$ cat config.mk
export PLATFORM = sky130hd
export DESIGN_NAME = resm_back
export DESIGN_NICKNAME = d
export VERILOG_FILES = /design/src/hw/rtl/resm_pkg.sv /design/src/hw/rtl/resm_back.sv
export VERILOG_INCLUDE_DIRS = /design/src /design/src/hw/rtl
export SDC_FILE = /design/constraint.sdc
export NUM_CORES = 2
export LEC_CHECK = 0
export BUFFER_PORTS_ARGS = -buffer_cell sky130_fd_sc_hd__buf_4
export CORE_MARGIN = 1.5
export CORE_UTILIZATION = 35
export CTS_BUF_LIST = sky130_fd_sc_hd__clkbuf_4
export CTS_CLUSTER_DIAMETER = 60
export DETAILED_ROUTE_END_ITERATION = 8
export PLACE_DENSITY = 0.47
export SLEW_MARGIN = 20
export SYNTH_ARGS = -nofsm -noshare
export SYNTH_HDL_FRONTEND = slang
export SYNTH_SLANG_ARGS = --single-unit
$ cat constraint.sdc
create_clock -name clk -period 15.9 [get_ports clk]
set_input_delay 0.795 -clock clk [delete_from_list [all_inputs] [get_ports clk]]
set_output_delay 0.795 -clock clk [all_outputs]
set_load 0.02 [all_outputs]
$ cat src/hw/rtl/range_encoder_static_model_defines.svh
// ----------------------------------------------------------------------------
// Range encoder assertion macros
// Shared concurrent assertion forms, clocked on clk and disabled in reset.
// ----------------------------------------------------------------------------
`ifndef RANGE_ENCODER_STATIC_MODEL_DEFINES_SVH
`define RANGE_ENCODER_STATIC_MODEL_DEFINES_SVH

// The property holds at every clock edge outside reset.
`define RESM_ASSERT(lbl, prop, msg) \
	lbl: assert property (@(posedge clk) disable iff (!arst_n) (prop)) else $error(msg);

// When the antecedent holds, the consequent holds in the same cycle.
`define RESM_ASSERT_IMP(lbl, ante, cons, msg) \
	lbl: assert property (@(posedge clk) disable iff (!arst_n) (ante) |-> (cons)) \
		else $error(msg);

`endif

$ cat src/hw/rtl/resm_pkg.sv
// ----------------------------------------------------------------------------
// Range encoder package
// Constants, action codes and the queue entry shared by the encoder modules.
// ----------------------------------------------------------------------------
package resm_pkg;

	localparam int NUM_SYMBOLS = 257;
	localparam int TABLE_DEPTH = NUM_SYMBOLS + 1;
	localparam int IDX_W       = 9;
	localparam int VAL_W       = 25;
	localparam int LOW_BYTES   = 4;
	localparam int QUEUE_DEPTH = 2;
	localparam logic [VAL_W-1:0] TOTAL_LIMIT = 25'h1000000;

	typedef enum logic [1:0] {
		ACT_LOAD   = 2'd0,
		ACT_ENCODE = 2'd1,
		ACT_FLUSH  = 2'd2,
		ACT_NONE   = 2'd3
	} action_t;

	// One job for the back end: a flush, or an encode with its table entries.
	typedef struct packed {
		logic             is_flush;
		logic [VAL_W-1:0] lo_c;
		logic [VAL_W-1:0] hi_c;
		logic [VAL_W-1:0] total;
	} job_t;

endpackage

$ cat src/hw/rtl/resm_back.sv
// ----------------------------------------------------------------------------
// Range encoder back end
// Divides, narrows the interval, renormalizes, flushes and drives the output register.
// ----------------------------------------------------------------------------
`include "range_encoder_static_model_defines.svh"

module resm_back import resm_pkg::*; (
	input  logic       clk,
	input  logic       arst_n,
	input  logic       head_valid,
	input  job_t       head_data,
	output logic       pop,
	output logic       out_valid,
	input  logic       out_ready,
	output logic [7:0] out_byte,
	output logic       last
);

	typedef enum logic [4:0] {
		ST_IDLE   = 5'b00001,
		ST_DIV    = 5'b00010,
		ST_MUL    = 5'b00100,
		ST_RENORM = 5'b01000,
		ST_FLUSH  = 5'b10000
	} state_t;

	state_t           st_q;
	logic [31:0]      low_q;
	logic [31:0]      range_q;
	logic [VAL_W-1:0] lo_q;
	logic [VAL_W-1:0] freq_q;
	logic [VAL_W-1:0] total_q;
	logic [VAL_W-1:0] rem_q;
	logic [31:0]      dvd_q;
	logic [4:0]       div_cnt_q;
	logic             mul_sel_q;
	logic [31:0]      prod_lo_q;
	logic [2:0]       rn_cnt_q;
	logic             hold_v_q;
	logic [7:0]       hold_byte_q;
	logic [1:0]       fl_cnt_q;
	logic             out_valid_q;
	logic [7:0]       out_byte_q;
	logic             last_q;

	logic             job_ok;
	logic [VAL_W:0]   trial;
	logic             ge;
	logic [VAL_W-1:0] mul_op;
	logic [56:0]      prod;
	logic [31:0]      sum;
	logic             big;
	logic             cont;
	logic [31:0]      neg_low;
	logic             can_push;
	logic             push_en;
	logic [7:0]       push_byte;
	logic             push_last;

	assign out_valid = out_valid_q;
	assign out_byte  = out_byte_q;
	assign last      = last_q;

	assign pop    = (st_q == ST_IDLE) && head_valid;
	assign job_ok = (head_data.total != '0) && (head_data.total <= TOTAL_LIMIT)
		&& (head_data.hi_c > head_data.lo_c) && (head_data.hi_c <= head_data.total);

	// Restoring division, one quotient bit per cycle.
	assign trial = {rem_q, dvd_q[31]};
	assign ge    = trial >= {1'b0, total_q};

	assign mul_op = mul_sel_q ? freq_q : lo_q;
	assign prod   = 57'(dvd_q) * 57'(mul_op);

	assign sum     = low_q + range_q;
	assign big     = (low_q[31:24] ^ sum[31:24]) != 8'd0;
	assign cont    = (rn_cnt_q < 3'(LOW_BYTES)) && (!big || range_q[31:24] == 8'd0);
	assign neg_low = 32'd0 - low_q;

	assign can_push = !out_valid_q || out_ready;

	always_comb begin
		push_en   = 1'b0;
		push_byte = hold_byte_q;
		push_last = 1'b0;
		if (st_q == ST_RENORM && hold_v_q && can_push) begin
			push_en   = 1'b1;
			push_last = !cont;
		end else if (st_q == ST_FLUSH && can_push) begin
			push_en   = 1'b1;
			push_byte = low_q[31:24];
			push_last = (fl_cnt_q == 2'(LOW_BYTES - 1));
		end
	end

	always_ff @(posedge clk) begin
		if (push_en) begin
			out_byte_q <= push_byte;
			last_q     <= push_last;
		end
		if (pop) begin
			lo_q    <= head_data.lo_c;
			freq_q  <= head_data.hi_c - head_data.lo_c;
			total_q <= head_data.total;
		end
		if (st_q == ST_MUL && !mul_sel_q) begin
			prod_lo_q <= prod[31:0];
		end
		if (st_q == ST_RENORM && cont && (!hold_v_q || can_push)) begin
			hold_byte_q <= low_q[31:24];
		end
	end

	always_ff @(posedge clk or negedge arst_n) begin
		if (!arst_n) begin
			st_q        <= ST_IDLE;
			low_q       <= '0;
			range_q     <= '1;
			rem_q       <= '0;
			dvd_q       <= '0;
			div_cnt_q   <= '0;
			mul_sel_q   <= 1'b0;
			rn_cnt_q    <= '0;
			hold_v_q    <= 1'b0;
			fl_cnt_q    <= '0;
			out_valid_q <= 1'b0;
		end else begin
			if (push_en) begin
				out_valid_q <= 1'b1;
			end else if (out_ready) begin
				out_valid_q <= 1'b0;
			end
			case (st_q)
				ST_IDLE: begin
					if (head_valid) begin
						if (head_data.is_flush) begin
							fl_cnt_q <= '0;
							st_q     <= ST_FLUSH;
						end else if (job_ok) begin
							rem_q     <= '0;
							dvd_q     <= range_q;
							div_cnt_q <= '0;
							st_q      <= ST_DIV;
						end
					end
				end
				ST_DIV: begin
					rem_q     <= ge ? VAL_W'(trial - {1'b0, total_q}) : VAL_W'(trial);
					dvd_q     <= {dvd_q[30:0], ge};
					div_cnt_q <= div_cnt_q + 5'd1;
					if (div_cnt_q == 5'd31) begin
						mul_sel_q <= 1'b0;
						st_q      <= ST_MUL;
					end
				end
				ST_MUL: begin
					mul_sel_q <= 1'b1;
					if (mul_sel_q) begin
						low_q    <= low_q + prod_lo_q;
						range_q  <= prod[31:0];
						rn_cnt_q <= '0;
						hold_v_q <= 1'b0;
						st_q     <= ST_RENORM;
					end
				end
				ST_RENORM: begin
					if (cont) begin
						if (!hold_v_q || can_push) begin
							hold_v_q <= 1'b1;
							low_q    <= {low_q[23:0], 8'd0};
							// Snap the range to the next top-byte boundary when it straddles.
							range_q  <= big ? {neg_low[23:0], 8'd0} : {range_q[23:0], 8'd0};
							rn_cnt_q <= rn_cnt_q + 3'd1;
						end
					end else if (!hold_v_q || can_push) begin
						hold_v_q <= 1'b0;
						st_q     <= ST_IDLE;
					end
				end
				ST_FLUSH: begin
					if (can_push) begin
						low_q    <= {low_q[23:0], 8'd0};
						fl_cnt_q <= fl_cnt_q + 2'd1;
						if (fl_cnt_q == 2'(LOW_BYTES - 1)) begin
							st_q <= ST_IDLE;
						end
					end
				end
				default: begin
					st_q <= ST_IDLE;
				end
			endcase
		end
	end

	`RESM_ASSERT_IMP(a_hold_in_renorm, hold_v_q, st_q == ST_RENORM, "held byte outside renorm")
	`RESM_ASSERT(a_renorm_bound, rn_cnt_q <= 3'(LOW_BYTES), "renorm emitted too many bytes")
	`RESM_ASSERT_IMP(a_mul_total, st_q == ST_MUL, total_q != '0, "multiply with zero total")

endmodule

==> flow_summary.json <==
{
  "area_growth_pct": 9.02,
  "worstPathArrival_ns": 8.66,
  "fillers": 9277,
  "cts_buffers": 79,
  "avgRoutedWirePerCell_um": 18.9,
  "synth_area_leader_cell": "fa_1",
  "period_minus_slack_ns": 8.00,
  "finalClockSkew_ns": 0.118,
  "end_kind": "register",
  "finalHoldViolations": 0,
  "clk_pin_slew_worst_paths_ns": 0.06,
  "whs_ns": 0.180,
  "hold_path_class": "primary input to register",
  "finalMaxSlewViolations": 0,
  "tritoncts": "built",
  "syn_area_per_cell_sq_um": 9.22,
  "cpPeakStageDelay_ns": 0.68,
  "dieArea_sq_um": 92500,
  "status": "completed",
  "die_h_um": 304,
  "cp_slowest_cell": "dfrtp_1",
  "first_global_vias": 24700,
  "post_drt_via_cell_ratio": 5.00,
  "setup_violations": 0,
  "core.rowCount": 110,
  "post-dp-hpwl_um": 70200,
  "syn-instance-count": 3444,
  "io_pins": 91,
  "vdd_ir_drop_max_mv": 0.101,
  "synth_area_sq_um": 31800,
  "cp-start-kind": "register",
  "grt_max_degree": 71,
  "clockBufferDepth": 3,
  "setup_slack_ns": 7.90,
  "initial_core_util_pct": 35.3,
  "drcViolationCount": 0,
  "vias": 23700,
  "yosysMostFrequentCell": "inv_1",
  "grt-ovfl-total": 0,
  "cts_sinks": 263,
  "synth-async-reset-ratio_pct": 52.9,
  "firstDrtPassIters": 5,
  "cts_resized": 0,
  "gp_congestion": 0.839,
  "powerDensity_nw_per_um2": 111,
  "crit_buf_inv": 5,
  "ys_seq_elements": 263,
  "cp_top_family": "adder cells",
  "port_buffers": 90,
  "grt_pass1_wl_um": 143000,
  "pre_cts_ws_ns": 7.88,
  "synth_top_area_share_pct": 25.0,
  "finalNetCount": 4226,
  "yosysSeqAreaShare_pct": 22.8,
  "synth_nets": 4160,
  "worst_path_most_repeated_cell": "fa_1",
  "antenna_left": 0,
  "synth_warnings": 0,
  "synthFlopType": "edfxtp_1",
  "grt.total_usage_pct": 19.8,
  "cts-root-buf": "clkbuf_4",
  "finalSetupTns_ns": 0,
  "timing.final.crit_share_pct": 50.3,
  "initialDrtViolationCount": 1326,
  "worst_slew_pin_slew_ns": 1.06,
  "fmax_mhz": 125,
  "placeableCoreArea_sq_um": 90000,
  "cp_cell_sequence": "buf_4, mux2_2, and2_1, fa_1, inv_1, fa_1, inv_1, fa_1, fa_1, fa_1, fa_1, inv_1, fa_1, inv_1, ha_1, nand2_1, a2111oi_0, o21ai_0, a31oi_1, o22ai_1, o21ai_0, xnor2_1, nor2_1, o41ai_2",
  "p_leak_nw": 15.7,
  "rsz0062_at_grt": "no",
  "cap_violations": 0,
  "antenna_found_initial": 2,
  "drt-total-wl_um": 89800,
  "final_layout_size_suffix_gt1_share_pct": 10.2,
  "synth_cell_type_count": 81,
  "die_x_um": 304,
  "synth-edff-count": 124,
  "worstSkewPairLatency_ns": 0.83,
  "critPathRequiredTime_ns": 16.56,
  "worstPathMaxFanout": 19,
  "synth_area_leaders": "fa_1, edfxtp_1, ha_1",
  "synth_common_cells": "inv_1, nand2_1, fa_1",
  "htreeDepth": 3,
  "path_class": "register to register",
  "maxSlewHeadroom_pct": 29.2
}
## cells by family after synthesis
family	share of synthesized area, %
adders and majority gates	34.4
AOI/OAI and AO/OA	10.4
xor gates and xnor gates	4.61
and+or+nand+nor	16.3
DFF	22.8
muxes	3.02
buffers and inverters	8.38
## cell type report
type | count | area [sq um] | share of cell area, %
Antenna cell | 3 | 7.51 | 0.0217
Clock buffer | 117 | 878 | 2.54
Clock inverter | 25 | 121 | 0.351
Inverter | 554 | 2080 | 6.01
Multi-Input combinational cell | 2489 | 21900 | 63.2
Sequential cell | 263 | 7240 | 20.9
Tap cell | 1176 | 1470 | 4.25
Timing Repair Buffer | 123 | 933 | 2.70
## power breakdown
| part | switching, W | internal [W] | total, W |
|---|---|---|---|
| Combinational | 0.00127 | 0.000827 | 0.00210 |
| Sequential | 0.000191 | 0.000901 | 0.00109 |
| Clock | 0.000325 | 0.000339 | 0.000664 |
## registers in the layout, indices dropped and copies added (netlist names), 8 cells and up
name and count:
freq_q 25, range_q 32, out_byte 8, hold_byte_q 8, dvd_q 32, low_q 32, prod_lo_q 32, lo_q 25
rem_q 25, total_q 25
## routing by layer
metal / vias up / wire (um) / global-route usage (%)
li1: 11300 / - / -
met1: 11900 / 40400 / 26.4
met2: 420 / 44200 / 33.9
met3: 129 / 3030 / 2.43
met4: 0 / 2150 / 5.21
met5: - / 0 / 0
## per-stage QoR
step	std cells	cell area (sq um)	total power, W	util, %
after floorplan	3444	31800	0.00258	-
after global placement	4604	33600	0.00323	37.3
after detailed placement	4604	33600	0.00322	37.3
after CTS	4747	34600	0.00392	38.4
after global routing	4749	34600	0.00422	38.5
final	4750	34600	0.00386	38.5
## cells in the final DEF, fill, tap and decap left out, drive strengths merged, types with 20 or more instances in the layout
cell,instances
a211oi,34
a21o,67
a21oi,129
a22oi,30
a31oi,22
and2,218
buf,122
clkbuf,117
clkinv,22
dfrtp,106
dfstp,33
edfxtp,124
fa,397
ha,239
inv,554
mux2,42
mux2i,47
nand2,483
nand2b,20
nand3,64
nor2,153
nor2b,24
nor3,42
o21a,20
o21ai,116
xnor2,118
xor2,49
## worst reg2reg max path, stage by stage, from the launching register on
cell	delay, ns
dfrtp_1	0.68
buf_4	0.41
mux2_2	0.54
and2_1	0.25
fa_1	0.53
inv_1	0.05
fa_1	0.47
inv_1	0.05
fa_1	0.48
fa_1	0.59
fa_1	0.45
fa_1	0.49
inv_1	0.05
fa_1	0.50
inv_1	0.05
ha_1	0.36
nand2_1	0.10
a2111oi_0	0.32
o21ai_0	0.22
a31oi_1	0.35
o22ai_1	0.19
o21ai_0	0.24
xnor2_1	0.16
nor2_1	0.08
o41ai_2	0.32
## path summary, 6_finish.rpt
check | start | end | slack (ns) | cells after the start
min | head_data[24] | total_q[24] | 0.18 | 1
max in group asynchronous | arst_n | low_q[15] | 14.14 | 3
max | mul_sel_q | range_q[31] | 7.90 | 24
max reg2reg | mul_sel_q | range_q[31] | 7.90 | 24
min reg2reg | rn_cnt_q[0] | rn_cnt_q[0] | 0.49 | 1
min in group asynchronous | arst_n | dvd_q[24] | 0.56 | 2
## timing repair
item,CTS,global route
hold endpoints to repair,4,0
hold buffers,1,0
setup buffers,0,0
Note: power is estimated with default switching activity, not from simulation.
